<file path="src/design/spgf_gap_track.sv">
`timescale 1ns / 1ps
`default_nettype none
// ----------------------------------------------------------------------------
// Prime gap tracker
// Follows surviving window offsets in order and keeps the first closest and
// the first most distant adjacent pair.
// ----------------------------------------------------------------------------
module spgf_gap_track #(
  parameter int unsigned IDX_W = 16
) (
  input  wire logic             clk_i,
  input  wire logic             rst_ni,
  input  wire logic             start_i,
  input  wire logic             hit_i,
  input  wire logic [IDX_W-1:0] idx_i,
  output logic                  have_pair_o,
  output logic      [IDX_W-1:0] c_lo_o,
  output logic      [IDX_W-1:0] c_hi_o,
  output logic      [IDX_W-1:0] d_lo_o,
  output logic      [IDX_W-1:0] d_hi_o
);

  logic             have_prev_q, have_prev_d;
  logic             have_pair_q, have_pair_d;
  logic [IDX_W-1:0] prev_q, prev_d;
  logic [IDX_W-1:0] min_q, min_d, max_q, max_d;
  logic [IDX_W-1:0] c_lo_q, c_lo_d, c_hi_q, c_hi_d;
  logic [IDX_W-1:0] d_lo_q, d_lo_d, d_hi_q, d_hi_d;
  logic [IDX_W-1:0] gap;

  // Compare the new gap against the running extremes.
  always_comb begin
    gap         = idx_i - prev_q;
    have_prev_d = have_prev_q;
    have_pair_d = have_pair_q;
    prev_d      = prev_q;
    min_d       = min_q;
    max_d       = max_q;
    c_lo_d      = c_lo_q;
    c_hi_d      = c_hi_q;
    d_lo_d      = d_lo_q;
    d_hi_d      = d_hi_q;
    if (start_i) begin
      have_prev_d = 1'b0;
      have_pair_d = 1'b0;
    end else if (hit_i) begin
      if (have_prev_q) begin
        if (!have_pair_q) begin
          min_d       = gap;
          max_d       = gap;
          c_lo_d      = prev_q;
          c_hi_d      = idx_i;
          d_lo_d      = prev_q;
          d_hi_d      = idx_i;
          have_pair_d = 1'b1;
        end else begin
          if (gap > max_q) begin
            max_d  = gap;
            d_lo_d = prev_q;
            d_hi_d = idx_i;
          end
          if (gap < min_q) begin
            min_d  = gap;
            c_lo_d = prev_q;
            c_hi_d = idx_i;
          end
        end
      end
      prev_d      = idx_i;
      have_prev_d = 1'b1;
    end
  end

  // Control flags.
  always_ff @(posedge clk_i or negedge rst_ni) begin
    if (!rst_ni) begin
      have_prev_q <= 1'b0;
      have_pair_q <= 1'b0;
    end else begin
      have_prev_q <= have_prev_d;
      have_pair_q <= have_pair_d;
    end
  end

  // Pair and gap registers.
  always_ff @(posedge clk_i) begin
    prev_q <= prev_d;
    min_q  <= min_d;
    max_q  <= max_d;
    c_lo_q <= c_lo_d;
    c_hi_q <= c_hi_d;
    d_lo_q <= d_lo_d;
    d_hi_q <= d_hi_d;
  end

  assign have_pair_o = have_pair_q;
  assign c_lo_o      = c_lo_q;
  assign c_hi_o      = c_hi_q;
  assign d_lo_o      = d_lo_q;
  assign d_hi_o      = d_hi_q;

endmodule : spgf_gap_track
`default_nettype wire

</file>
<file path="config.mk">
export PLATFORM = sky130hd
export DESIGN_NAME = spgf_gap_track
export DESIGN_NICKNAME = d
export VERILOG_FILES = /design/src/design/spgf_gap_track.sv
export SDC_FILE = /design/constraint.sdc
export NUM_CORES = 1
export LEC_CHECK = 0
export BUFFER_PORTS_ARGS = -buffer_cell sky130_fd_sc_hd__buf_2
export CAP_MARGIN = 25
export CORE_MARGIN = 2
export CORE_UTILIZATION = 32
export DETAILED_ROUTE_END_ITERATION = 10
export GPL_TIMING_DRIVEN = 0
export SLEW_MARGIN = 15
export SYNTH_ARGS = -nofsm -noshare
export SYNTH_HDL_FRONTEND = slang
export SYNTH_SLANG_ARGS = --single-unit
</file>
<file path="constraint.sdc">
create_clock -name clk_i -period 5.5 [get_ports clk_i]
set_input_delay 0.55 -clock clk_i [delete_from_list [all_inputs] [get_ports clk_i]]
set_output_delay 0.55 -clock clk_i [all_outputs]
set_load 0.02 [all_outputs]
</file>
==> flow_metrics.env <==
export IMPL_final_nets=522
export IMPL_route_antenna_remaining_nets=0
export IMPL_critical_path_class="flip-flop to flip-flop"
export IMPL_layout_cells_most_common_list="edfxtp_1, buf_2, inv_1"
export IMPL_worstSetupStartpointType="flip-flop"
export IMPL_synth_nets=413
export IMPL_route_detailed_drc=0
export IMPL_start_util_pct=32.96
export IMPL_worstPathCellList="ha_1 -> fa_1 -> nor2b_1 -> o21bai_1 -> a21boi_0 -> o22ai_1 -> xnor2_1 -> ha_1 -> nand2_1 -> o21ai_2 -> a2111oi_4 -> o31ai_1 -> a311o_1 -> a21oi_4 -> buf_16 -> buf_16"
export IMPL_synthDistinctLibCells=42
export IMPL_floorplan_rows=45
export IMPL_synth_area_um2=5047
export IMPL_fraction_of_layout_cells_with_a_size_suffix_above_1_pct=26.24
export IMPL_worst_clock_skew_ns=0.008141
export IMPL_layout_cells_most_common="edfxtp_1"
export IMPL_power_switching_uw=556.7
export IMPL_core_area_um2=15310
export IMPL_num_antenna_cells=0
export IMPL_cp_data_arrival_time_ns=5.14
export IMPL_post_synth_xor_area_fraction_pct=2.082
export IMPL_detailedRoute_firstIterationViolations=105
export IMPL_synth_edf_count=112
export IMPL_pin_count_of_the_biggest_net_entering_global_routing=22
export IMPL_worst_r2r_cell_count=16
export IMPL_cts_tree="yes"
export IMPL_synth_top_area_share_pct=66.63
export IMPL_largest_stage_delay_on_the_critical_path_ns=0.50
export IMPL_route_vias_total=3008
export IMPL_crit_buf_inv=2
export IMPL_detailed_place_hpwl_mm=6.547
export IMPL_gr_usage_all_layers_pct=11.46
export IMPL_power_combinational_fraction_pct=14.7
export IMPL_cp_top_family="compound AO/OA/AOI/OAI gates"
export IMPL_wl_per_cell_um=13.44
export IMPL_hold_path_class="input pin to flip-flop"
export IMPL_timing_critical_path_slowest_stage_cell="a21oi_4"
export IMPL_run_status="finished clean"
export IMPL_yosys_area_share_simple_pct=5.751
export IMPL_holdCritStartpoint="start_i"
export IMPL_x_dimension_of_the_die_um=129.6
export IMPL_synth_compound_gate_area_share_pct=8.875
export IMPL_cts_max_path_buffers=2
export IMPL_drv_cap=0
export IMPL_insertion_delay_ns=0.41
export IMPL_worstHoldPathCells=2
export IMPL_finalWeightedCongestion=0.7340
export IMPL_ys_async_sr_fraction_pct=1.754
export IMPL_die_h_um=129.6
export IMPL_netlist_top_cells_area="edfxtp_1, ha_1, inv_1, a21oi_1, xnor2_1"
export IMPL_cts_max_level=4
export IMPL_dieArea_um2=16790
export IMPL_place_inst=646
export IMPL_finish_cell_count_without_fillers=676
export IMPL_worstHoldEndpoint="have_prev_q$_DFFE_PN0P_"
export IMPL_timing_max_slew_rel_slack_pct=55.22
export IMPL_leftover_overflow_at_the_end_of_global_routing=0
export IMPL_finalHoldWorstSlack_ns=0.3365
export IMPL_synth_seq_cells=114
export IMPL_numClockSinks=114
export IMPL_dominant_combinational_cell_family_by_area_after_synthesis="adder cells"
export IMPL_pwr_share_seq_pct=44.5
export IMPL_synth_warning_count=0
export IMPL_p_leak_nw=2.618
export IMPL_finalMaxSlewViolations=0
export IMPL_timing_final_hold_violations=0
export IMPL_placed_area_um2=5878
export IMPL_ctsRootBufferMaster="clkbuf_16"
export IMPL_yosys_mux_area_fraction_pct=0
export IMPL_clock_power_share_pct=40.9
export IMPL_dominant_cell_type_by_area_after_synthesis="edfxtp_1"
export IMPL_ys_flop_type="edfxtp_1"
export IMPL_wl_mm=9.085
export IMPL_finalCriticalPeriod_ns=5.034
export IMPL_antenna_found_initial=0
export IMPL_cts_inserted_buffers=17
export IMPL_vias_per_cell=4.450
export IMPL_max_vdd_ir_drop_v=0.0002181
export IMPL_p_sw_share_pct=24.23
export IMPL_grt_pass1_wl_mm=14.43
export IMPL_critPathRequiredTime_ns=5.60
export IMPL_cts_reportedPaths_clkPinSlew_ns=0.05
export IMPL_cellPowerDensity_nw_per_um2=359.4
export IMPL_grt_setup_unrepaired="no"
export IMPL_drtPass1Iterations=7
export IMPL_setup_violations=0
export IMPL_syn_avg_cell_area_um2=14.59
export IMPL_reg2reg_from="prev_q[0]$_DFFE_PP_"
export IMPL_postLayoutCellArea_um2=6392
export IMPL_io_pins=85
export IMPL_end_kind="flip-flop"
export IMPL_critical_path_reg2reg_endpoint="c_hi_o[6]$_DFFE_PP_"
export IMPL_r2r_setup_slack_ns=0.47
export IMPL_first_global_vias=2946
export IMPL_clock_fmax_ghz=0.1987
export IMPL_synth_fa_ha_area_share_pct=11.80
export IMPL_internal_power_mw=1.741
export IMPL_area_growth_synth_to_final_pct=26.65
export IMPL_synth_seq_area_share_pct=67.63
export IMPL_tightestPinTransition_ns=0.6613
export IMPL_fin_crit_sh_pct=91.52
export IMPL_portBuffers=84
export IMPL_path_max_fanout=21
export IMPL_synthCells=346
-- synthesized netlist by cell type (3+ instances only) --
| master | number |
|---|---|
| nand2b_1 | 3 |
| xor2_1 | 4 |
| a31oi_1 | 3 |
| a21oi_1 | 18 |
| nor3_1 | 3 |
| xnor2_1 | 8 |
| nor2b_1 | 9 |
| ha_1 | 46 |
| a21o_1 | 5 |
| nand4_1 | 5 |
| edfxtp_1 | 112 |
| and4_1 | 3 |
| nand2_1 | 14 |
| nor2_1 | 15 |
| inv_1 | 51 |
| o21ai_0 | 12 |
-- area by class of cell --
cell class / instances / area [um^2]
fillers: 1424 / 8922
flip-flops and latches: 114 / 3413
multi-input cells: 180 / 1461
repair buffers: 90 / 555.5
clock buffers: 18 / 429.2
well taps: 211 / 264.0
inverters: 51 / 191.4
clock inverters: 11 / 73.82
plain buffers: 1 / 3.754
-- layer usage --
metal | wire (um) | GRT usage (%)
met5 | 0 | 0
met1 | 4189 | 14.22
met3 | 469 | 4.088
met4 | 161 | 5.629
met2 | 4264 | 17.80
-- worst reg2reg max path: cells and delay by family, from the launching register on --
kind / cells / cell delay, ns
xor gates and xnor gates: 1 / 0.40
AOI/OAI and AO/OA: 8 / 2.23
and+or+nand+nor: 2 / 0.29
DFF: 1 / 0.42
buffers and inverters: 2 / 0.41
adders and majority gates: 3 / 0.98
-- registers in the layout, indices dropped and copies added, names as in the netlist --
register     count
d_lo_o          16
min_q           16
c_lo_o          16
c_hi_o          16
d_hi_o          16
prev_q          16
have_pair_o      1
max_q           16
have_prev_q      1
-- how the worst max path moves through the flow --
stage,startpoint,end,cells past startpoint,slack [ns]
CTS,prev_q[0]$_DFFE_PP_,d_lo_o[5]$_DFFE_PP_,15,0.28
detailed placement,idx_i[0],d_lo_o[3]$_DFFE_PP_,17,0.008
floorplan,idx_i[0],d_hi_o[0]$_DFFE_PP_,14,0.04
finish,prev_q[0]$_DFFE_PP_,c_hi_o[6]$_DFFE_PP_,16,0.47
global route,prev_q[0]$_DFFE_PP_,c_hi_o[6]$_DFFE_PP_,16,0.05
global placement,idx_i[0],d_lo_o[11]$_DFFE_PP_,15,-1.99
-- through the flow --
step	setup TNS, ns	util [%]	total power [mW]	setup WS, ns
after floorplan	0	-	1.276	0.03936
after global placement	-148.69	37.45	1.359	-1.992
after detailed placement	0	38.38	1.376	0.007503
after CTS	0	41.73	2.331	0.2765
after global routing	0	41.74	2.422	0.05273
final	0	41.74	2.298	0.4664
-- repair_timing --
item                                    4_1_cts  5_1_grt
hold buffers                                  1        0
endpoints found under the setup margin        0       19
buffers inserted                              0        0
resized for setup                             0        1
hold endpoints to repair                      2        0
-- power by group through the flow --
stage | clock [mW] | sequential [mW] | combinational [mW]
after global placement | 0 | 1.04 | 0.320
after global routing | 1.01 | 1.02 | 0.388
final | 0.939 | 1.02 | 0.337
after CTS | 0.968 | 1.02 | 0.342
after detailed placement | 0 | 1.04 | 0.338
after floorplan | 0 | 1.05 | 0.223
-- cells by family after synthesis --
| family | count (synthesis) |
|---|---|
| DFF | 114 |
| AOI/OAI and AO/OA | 64 |
| and+or+nand+nor | 57 |
| buffers and inverters | 52 |
| adders and majority gates | 47 |
| xor gates and xnor gates | 12 |
Note: power is estimated with default switching activity, not from simulation.
