[src/design/spgf_pkg.sv]
`timescale 1ns / 1ps
`default_nettype none
// ----------------------------------------------------------------------------
// Segmented prime gap finder package
// Shared field widths, default sizes and result status codes.
// ----------------------------------------------------------------------------
package spgf_pkg;

  // Width of every bound and prime field.
  localparam int unsigned FIELD_W = 31;

  // Packed widths of the two stream buses.
  localparam int unsigned IN_TDATA_W  = 64;
  localparam int unsigned OUT_TDATA_W = 128;

  // Default window span and base prime limit.
  localparam int unsigned DEF_MAX_SPAN   = 65536;
  localparam int unsigned DEF_BASE_LIMIT = 46341;

  // Result status codes.
  typedef enum logic [1:0] {
    STATUS_PAIRS = 2'd0,
    STATUS_FEW   = 2'd1,
    STATUS_SPAN  = 2'd2
  } status_e;

endpackage : spgf_pkg
`default_nettype wire

[src/design/spgf_mod_unit.sv]
`timescale 1ns / 1ps
`default_nettype none
// ----------------------------------------------------------------------------
// Serial remainder unit
// Restoring division, one dividend bit a cycle, returning only the remainder.
// ----------------------------------------------------------------------------
module spgf_mod_unit
  import spgf_pkg::*;
#(
  parameter int unsigned DIV_W = 16
) (
  input  wire logic               clk_i,
  input  wire logic               rst_ni,
  input  wire logic               start_i,
  input  wire logic [FIELD_W-1:0] dividend_i,
  input  wire logic [DIV_W-1:0]   divisor_i,
  output logic                    done_o,
  output logic      [DIV_W-1:0]   rem_o
);

  localparam int unsigned CNT_W = $clog2(FIELD_W);

  logic               busy_q, busy_d;
  logic               done_q, done_d;
  logic [CNT_W-1:0]   cnt_q, cnt_d;
  logic [FIELD_W-1:0] dvd_q, dvd_d;
  logic [DIV_W-1:0]   div_q, div_d;
  logic [DIV_W-1:0]   rem_q, rem_d;
  logic [DIV_W:0]     trial;
  logic               fits;

  // One restoring step: shift in the next dividend bit and subtract if it fits.
  always_comb begin
    trial  = {rem_q, dvd_q[FIELD_W-1]};
    fits   = trial >= (DIV_W + 1)'(div_q);
    busy_d = busy_q;
    done_d = 1'b0;
    cnt_d  = cnt_q;
    dvd_d  = dvd_q;
    div_d  = div_q;
    rem_d  = rem_q;
    if (start_i) begin
      busy_d = 1'b1;
      cnt_d  = CNT_W'(FIELD_W - 1);
      dvd_d  = dividend_i;
      div_d  = divisor_i;
      rem_d  = '0;
    end else if (busy_q) begin
      dvd_d = {dvd_q[FIELD_W-2:0], 1'b0};
      rem_d = fits ? DIV_W'(trial - (DIV_W + 1)'(div_q)) : DIV_W'(trial);
      cnt_d = cnt_q - CNT_W'(1);
      if (cnt_q == '0) begin
        busy_d = 1'b0;
        done_d = 1'b1;
      end
    end
  end

  // Control state.
  always_ff @(posedge clk_i or negedge rst_ni) begin
    if (!rst_ni) begin
      busy_q <= 1'b0;
      done_q <= 1'b0;
    end else begin
      busy_q <= busy_d;
      done_q <= done_d;
    end
  end

  // Datapath registers.
  always_ff @(posedge clk_i) begin
    cnt_q <= cnt_d;
    dvd_q <= dvd_d;
    div_q <= div_d;
    rem_q <= rem_d;
  end

  assign done_o = done_q;
  assign rem_o  = rem_q;

endmodule : spgf_mod_unit
`default_nettype wire

[config.mk]
export PLATFORM = sky130hd
export DESIGN_NAME = spgf_mod_unit
export DESIGN_NICKNAME = d
export VERILOG_FILES = /design/src/design/spgf_pkg.sv /design/src/design/spgf_mod_unit.sv
export SDC_FILE = /design/constraint.sdc
export NUM_CORES = 1
export LEC_CHECK = 0
export BUFFER_PORTS_ARGS = -buffer_cell sky130_fd_sc_hd__buf_4
export CAP_MARGIN = 15
export CORE_MARGIN = 4
export CORE_UTILIZATION = 35
export DETAILED_ROUTE_END_ITERATION = 10
export GPL_ROUTABILITY_DRIVEN = 1
export PLACE_DENSITY = 0.61
export SLEW_MARGIN = 40
export SYNTH_ARGS = -nofsm -noshare
export SYNTH_HDL_FRONTEND = slang
export SYNTH_SLANG_ARGS = --single-unit
export TNS_END_PERCENT = 20
[constraint.sdc]
create_clock -name clk_i -period 4.8 [get_ports clk_i]
set_input_delay 0.24 -clock clk_i [delete_from_list [all_inputs] [get_ports clk_i]]
set_output_delay 0.24 -clock clk_i [all_outputs]
set_load 0.01 [all_outputs]
==> reports/qor.yml, run 1 <==
status:
  status: "finished clean"
timing:
  min_period_ns: 2.571
  finalHoldViolCount: 0
  final_max_slew_viol_count: 0
  fin_hold_ws_ns: 0.07372
  tightest_slew_ns: 0.7742
  grt_setup_unrepaired: "false"
  finalCritPeriodShare: 0.5356
  skew_ns: 0.009022
  tns_ns: 0
  max_freq_mhz: 388.9
  relSlewSlack: 0.4839
  setup_violations: 0
layout:
  multi_input_area_um2: 1792
  drive_gt1_frac: 0.3096
  stdcell_area_um2: 4619
  regArea_um2: 1883
  syn_to_final_growth_pct: 21.21
  finalNetCount: 470
  finalNonFillerCells: 543
  final_util: 0.4415
  diodes: 0
  fill_cells: 1015
logic_synthesis:
  ys.flop_type: "edfxtp_1"
  ys_ff_latch: 70
  async_flop_share: 0.02857
  syn-cell-area_um2: 3811
  synth_area_leaders: "edfxtp_1, dfxtp_1, mux2_2"
  synthCells: 337
  synth_edf_count: 47
  syn_nets: 405
  ys_warn_count: 0
  ys_seq_area_frac: 0.4938
  postSynthAreaPerCell_um2: 11.31
  synth_top_area_cell: "edfxtp_1"
  yosys.cell_types.count: 58
  yosysTopAreaCellShare: 0.3703
pwr:
  p_int_uw: 1412
  vdd.ir_drop.worst_v: 0.0001633
  leakagePower_uw: 0.001957
  power_frac_clock: 0.209
  power_frac_seq: 0.376
  p_per_area_nw_per_um2: 477.7
  swShare: 0.3600
  combinationalPowerShare: 0.414
  switchingPower_uw: 794.4
cts:
  post_cts_buffers: 0
  clk_latency_ns: 0.34
  cts.htree.levels: 3
  cts_buffers: 9
  root_buffer: "clkbuf_8"
  cts_tree: "done"
  clk_pin_slew_ns: 0.07
  clkSinkCount: 70
  ctsResizeCount: 0
  ctsLongestPathBuffers: 2
detailed_routing:
  vias: 2802
  wl_per_cell_um: 15.64
  route.detailed.drc: 0
  first_pass_iters: 5
  ant_nets: 0
  wirelength_um: 8494
  viasPerCell: 5.160
  drtIter0Drc: 143
floorplan:
  die_height_um: 112.4
  rows: 37
  start_util: 0.3643
  dieArea_um2: 12620
  dieWidth_um: 112.4
  io_pins: 67
  core_um2: 10460
setup_path:
  required_ns: 5.04
  cp-end-kind: "register"
  worstSetupPathType: "register to register"
  worstPathMaxFanout: 14
  cp_data_arrival_time_ns: 2.81
  startpoint_type: "register"
grt:
  grt_max_degree: 66
  grt_pass1_vias: 2864
  grt_overflow: 0
  grt_usage: 0.1369
  grt_pass1_wl_um: 13950
  antenna_found_initial: 0
placed_design:
  place_inst: 526
  place.gp.congestion: 0.8256
  postPlaceCellArea_um2: 4418
  portBuffers: 66
  hpwl_um: 6172
flow_run:
  maxCapViolCount: 0
worst_hold_path:
  hold_class: "primary input to register"
[flip-flops by register name, indices dropped and copies added (netlist names)]
register,count
div_q,16
busy_q,1
cnt_q,5
rem_o,16
done_o,1
dvd_q,31
[power groups by stage]
stage / clock network [uW] / logic [uW] / registers, uW
floorplan: 0 / 636 / 837
global placement: 0 / 895 / 847
detailed placement: 0 / 904 / 845
CTS: 481 / 911 / 832
global route: 511 / 1010 / 845
finish: 462 / 914 / 830
[path summary, 6_finish.rpt]
| check | slack, ns | start | endpoint | cells after the start |
|---|---|---|---|---|
| max reg2reg | 2.23 | rem_o[7]$_SDFFE_PP0P_ | rem_o[6]$_SDFFE_PP0P_ | 7 |
| max in group asynchronous | 4.46 | rst_ni | busy_q$_DFF_PN0_ | 2 |
| max | 2.23 | rem_o[7]$_SDFFE_PP0P_ | rem_o[6]$_SDFFE_PP0P_ | 7 |
| min | 0.07 | divisor_i[14] | div_q[14]$_DFFE_PP_ | 1 |
| min reg2reg | 0.51 | rem_o[15]$_SDFFE_PP0P_ | rem_o[15]$_SDFFE_PP0P_ | 2 |
| min in group asynchronous | 0.24 | rst_ni | done_o$_DFF_PN0_ | 2 |
[placed cells by master, fill, tap and decap left out, types with 4 or more instances in the layout]
| cell type | count |
|---|---|
| a211oi_1 | 4 |
| a21o_1 | 7 |
| a21oi_1 | 11 |
| a21oi_2 | 5 |
| a311oi_1 | 6 |
| and2_1 | 4 |
| buf_4 | 66 |
| clkbuf_8 | 10 |
| dfxtp_1 | 21 |
| edfxtp_1 | 47 |
| ha_1 | 17 |
| inv_1 | 20 |
| mux2_2 | 30 |
| nand2_1 | 17 |
| nand2b_1 | 12 |
| nand3_1 | 10 |
| nor2_1 | 21 |
| nor3_1 | 4 |
| o211ai_1 | 8 |
| o21ai_0 | 14 |
| o31ai_1 | 4 |
| xnor2_1 | 10 |
| xor2_1 | 4 |
[per-layer routing]
metal | routed length [um] | track usage | vias to the layer above
li1 | - | - | 1398
met1 | 3791 | 0.1742 | 1315
met2 | 3956 | 0.2157 | 79
met3 | 624 | 0.04798 | 10
met4 | 121 | 0.04968 | 0
met5 | 0 | 0 | -
[timing repair]
item,4_1_cts,5_1_grt
hold buffers,1,0
endpoints found under the setup margin,0,0
hold endpoints to repair,2,0
[synthesized netlist by cell type, drive strengths merged (2+ instances only)]
cell type and count:
mux2 30, nor2 21, a41oi 2, o211a 3
nor2b 2, a21o 7, nand3 10, a21oi 17
o31ai 4, a31oi 3, clkbuf 4, o21ai 14
a2111oi 2, or3 3, a211o 2, edfxtp 47
xor2 4, nand2b 12, buf 9, nor4b 3
o221ai 3, and2 4, o211ai 9, a211oi 4
nand2 18, ha 17, inv 21, dfrtp 2
dfxtp 21, a311oi 6, o21a 2, nand4 2
xnor2 10, nor3 4
[metrics by stage]
| stage | power (uW) | setup slack [ns] |
|---|---|---|
| after global routing | 2368 | 2.119 |
| final | 2207 | 2.229 |
| after CTS | 2224 | 2.259 |
| after global placement | 1742 | 2.294 |
| after floorplan | 1473 | 2.599 |
| after detailed placement | 1750 | 2.284 |
[cells by family after synthesis]
family          count (synthesis)  synth area share
mux                            30           0.08864
compound gates                 87            0.1753
flops                          70            0.4938
buf+inv                        34           0.03611
xor+xnor                       14           0.03217
fa+ha+maj                      18           0.06106
simple gates                   84            0.1129
[worst max-delay path, stage by stage (launching register included)]
cell and delay, ns:
dfxtp_1 0.35, ha_1 0.40, a211o_1 0.38, a21oi_4 0.20, a21oi_2 0.11, a21oi_2 0.54, nand3_1 0.18, a311oi_1 0.31
[cell type report]
| type | count | share of cell area |
|---|---|---|
| Clock buffer | 11 | 0.03061 |
| Multi-Input combinational cell | 233 | 0.3879 |
| Inverter | 21 | 0.01706 |
| Timing Repair Buffer | 67 | 0.1094 |
| Tap cell | 136 | 0.03684 |
| Sequential cell | 70 | 0.4076 |
| Clock inverter | 5 | 0.01056 |
Note: power is estimated with default switching activity, not from simulation.
==> run 2: changes to the inputs <==
--- a/config.mk
+++ b/config.mk
@@ -5,6 +5,7 @@
 export SDC_FILE = /design/constraint.sdc
 export NUM_CORES = 1
 export LEC_CHECK = 0
+export ABC_AREA = 1
 export BUFFER_PORTS_ARGS = -buffer_cell sky130_fd_sc_hd__buf_4
 export CAP_MARGIN = 15
 export CORE_MARGIN = 4
==> constraint.sdc (replaced) <==
create_clock -name clk_i -period 2.5 [get_ports clk_i]
set_input_delay 0.125 -clock clk_i [delete_from_list [all_inputs] [get_ports clk_i]]
set_output_delay 0.125 -clock clk_i [all_outputs]
set_load 0.01 [all_outputs]
==> run 2 against run 1 <==
Net effect:
- first-iteration DRC count grew 2.8%
- die area increased by 3.8%
- sequential cell count unchanged
- clock power grew to 2.7 times the previous value
- design area rose by 10%
- non-clock buffer count grew 21
- maximum frequency rose by 24%
- highest routed layer unchanged
==> reports/qor.yml, run 2 <==
status:
  status: "finished clean"
setup_path:
  path_cells: "ha_1, nand2_1, inv_1, nand2_1, nand2_1, nand2_1, nand2_2, nor2_4, buf_4, nand3b_1, nand3_1, nand2_1"
  r2r_slack_ns: 0.42  # -1.81 ns
  crit_slowest_cell: "ha_1"
  cp-end-kind: "register"
  slowest_delay_ns: 0.37  # -0.17 ns
  required_ns: 2.73  # -2.31 ns
  worstPathMaxFanout: 12  # -2
  cp_data_arrival_time_ns: 2.31  # -0.50 ns
  startpoint_type: "register"
  path_common_cell: "nand2_1"
  worstSetupPathType: "register to register"
detailed_routing:
  drtIter0Drc: 147  # +2.8%
  viasPerCell: 4.562  # -12%
  wl_per_cell_um: 12.50  # -20%
  route.detailed.drc: 0  # unchanged
  ant_nets: 0  # unchanged
  first_pass_iters: 5  # unchanged
  vias: 3330  # +19%
  wirelength_um: 9123  # +7.4%
timing:
  skew_ns: 0.006074  # -0.002948 ns
  min_period_ns: 2.080  # -0.4914 ns
  tns_ns: 0  # unchanged
  final_max_slew_viol_count: 0  # unchanged
  relSlewSlack: 0.6665  # +0.1826
  setup_violations: 0  # unchanged
  tightest_slew_ns: 0.4996  # -0.2746 ns
  grt_setup_unrepaired: "false"
  finalHoldViolCount: 0  # unchanged
  max_freq_mhz: 480.8  # +24%
  finalCritPeriodShare: 0.8319  # +0.2962
worst_hold_path:
  hold_class: "primary input to register"
cts:
  cts_hold_buf: 17  # +16
  cts_buffers: 9  # unchanged
  clkSinkCount: 70  # unchanged
  cts.htree.levels: 3  # unchanged
  post_cts_buffers: 0  # unchanged
  clk_latency_ns: 0.34  # about the same
  cts_tree: "done"
  ctsLongestPathBuffers: 2  # unchanged
  clk_pin_slew_ns: 0.06  # about the same
  ctsResizeCount: 0  # unchanged
  root_buffer: "clkbuf_16"
layout:
  syn_to_final_growth_pct: 28.09
  layout_commonest_cell: "nand2_1"
  largest_reg_flops: 31  # unchanged
  finalNetCount: 653  # +39%
  fill_cells: 1090  # +7.4%
  diodes: 0  # unchanged
  mostFrequentLayoutCells: "nand2_1, inv_1, buf_4, edfxtp_1, nand3_1"
  largest_register: "dvd_q"
  drive_gt1_frac: 0.1847  # -0.1248
  final_util: 0.4629  # +0.02134
logic_synthesis:
  yosysMostFrequentCell: "nand2_1"
  async_flop_share: 0.02857  # unchanged
  ys_ff_latch: 70  # unchanged
  synthCells: 498  # +48%
  synth_top_area_cell: "edfxtp_1"
  syn_nets: 566  # +40%
  ys.flop_type: "edfxtp_1"
  ys_warn_count: 0  # unchanged
  postSynthAreaPerCell_um2: 7.969  # -30%
  ys_seq_area_frac: 0.4741  # -0.01961
  yosys.cell_types.count: 34  # -41%
  yosys-top-cells-count: "nand2_1, inv_1, edfxtp_1, nand3_1, nor2_1"
  yosysTopAreaCellShare: 0.3556  # -0.01471
  synth_area_leaders: "edfxtp_1, nand2_1, dfxtp_1"
  syn-cell-area_um2: 3969  # +4.1%
  synth_edf_count: 47  # unchanged
floorplan:
  start_util: 0.3614  # -0.002909
  dieWidth_um: 114.5  # +1.9%
  die_height_um: 114.5  # +1.9%
  io_pins: 67  # unchanged
  core_um2: 10980  # +5.0%
  rows: 38  # +2.7%
  dieArea_um2: 13110  # +3.8%
pwr:
  switchingPower_uw: 1924  # +140%
  vdd.ir_drop.worst_v: 0.0004623  # +180%
  power_frac_clock: 0.253  # +0.044
  combinationalPowerShare: 0.434  # +0.020
  p_per_area_nw_per_um2: 988.7  # +110%
  leakagePower_uw: 0.002574  # +32%
  swShare: 0.3828  # +0.02283
  power_frac_seq: 0.313  # -0.063
  finalPower_uw: 5026  # +130%
  p_int_uw: 3102  # +120%
flow_run:
  maxCapViolCount: 0  # unchanged
grt:
  grt_usage: 0.1494  # +0.01256
  grt_overflow: 0  # unchanged
  grt_pass1_wl_um: 15550  # +11%
  grt_max_degree: 38  # -42%
  grt_pass1_vias: 3339  # +17%
  antenna_found_initial: 0  # unchanged
placed_design:
  portBuffers: 66  # unchanged
  place.gp.congestion: 0.9108  # +10%
  hpwl_um: 6606  # +7.0%
==> run 2: cell types whose count changed after synthesis, sizes merged, moves of 7 or more <==
cell,delta
a21o,-7
inv,+50
mux2,-30
nand2,+187
nand2b,-12
nand3,+34
nand3b,+9
o211ai,-9
==> run 2: through the flow <==
stage	cells	cell area, um2	setup WS, ns	hold WS, ns
after global placement	697	4622	0.4522	-0.09007
after detailed placement	697	4622	0.4419	-0.08835
after floorplan	498	3969	0.6972	-0.1706
after CTS	730	5084	0.3901	0.03640
after global routing	730	5084	0.1491	0.05515
final	730	5084	0.4203	0.04551
==> run 2: cell families after synthesis <==
logic type | Yosys count | synth area share
AOI/OAI and AO/OA | 24 | 0.03374
DFF | 70 | 0.4741
and+or+nand+nor | 296 | 0.3339
buffers and inverters | 83 | 0.08418
xor gates and xnor gates | 7 | 0.01545
adders and majority gates | 18 | 0.05864
==> run 2: final timing paths <==
kind / endpoint / depth (start not counted) / from
max in group asynchronous: busy_q$_DFF_PN0_ / 2 / rst_ni
min reg2reg: rem_o[12]$_SDFFE_PP0P_ / 2 / rem_o[12]$_SDFFE_PP0P_
min in group asynchronous: done_o$_DFF_PN0_ / 2 / rst_ni
max reg2reg: rem_o[10]$_SDFFE_PP0P_ / 12 / rem_o[11]$_SDFFE_PP0P_
max: rem_o[10]$_SDFFE_PP0P_ / 12 / rem_o[11]$_SDFFE_PP0P_
min: dvd_q[0]$_SDFFCE_PN0P_ / 3 / dividend_i[0]
==> run 2: power by group through the flow <==
stage | combinational [uW] | sequential [uW] | clock [uW]
6_report | 2180 | 1570 | 1270
5_1_grt | 2460 | 1600 | 1350
2_1_floorplan | 1570 | 1620 | 0
4_1_cts | 2200 | 1580 | 1300
3_3_place_gp | 2140 | 1590 | 0
3_5_place_dp | 2160 | 1600 | 0
==> run 2: layout make-up <==
| cell class | instances | area [um2] | share of cell area |
|---|---|---|---|
| Clock buffer | 11 | 232.7 | 0.04578 |
| Clock inverter | 5 | 58.81 | 0.01157 |
| Inverter | 71 | 266.5 | 0.05242 |
| Multi-Input combinational cell | 345 | 1753 | 0.3448 |
| Sequential cell | 70 | 1882 | 0.3702 |
| Tap cell | 140 | 175.2 | 0.03446 |
| Timing Repair Buffer | 88 | 715.7 | 0.1408 |
==> run 2: routing by layer <==
layer / part of all wire / GRT usage / up-vias
li1: - / - / 1749
met1: 0.45 / 0.1935 / 1494
met2: 0.47 / 0.2398 / 76
met3: 0.056 / 0.04228 / 11
met4: 0.016 / 0.05067 / 0
met5: 0 / 0 / -
==> run 2: worst max-delay path: cells and delay by family (launching register included) <==
kind | cells | cell delay [ns]
AND/OR/NAND/NOR | 9 | 0.99
adder cells (fa/ha/maj) | 1 | 0.37
flip-flops | 1 | 0.33
buffers and inverters | 2 | 0.28
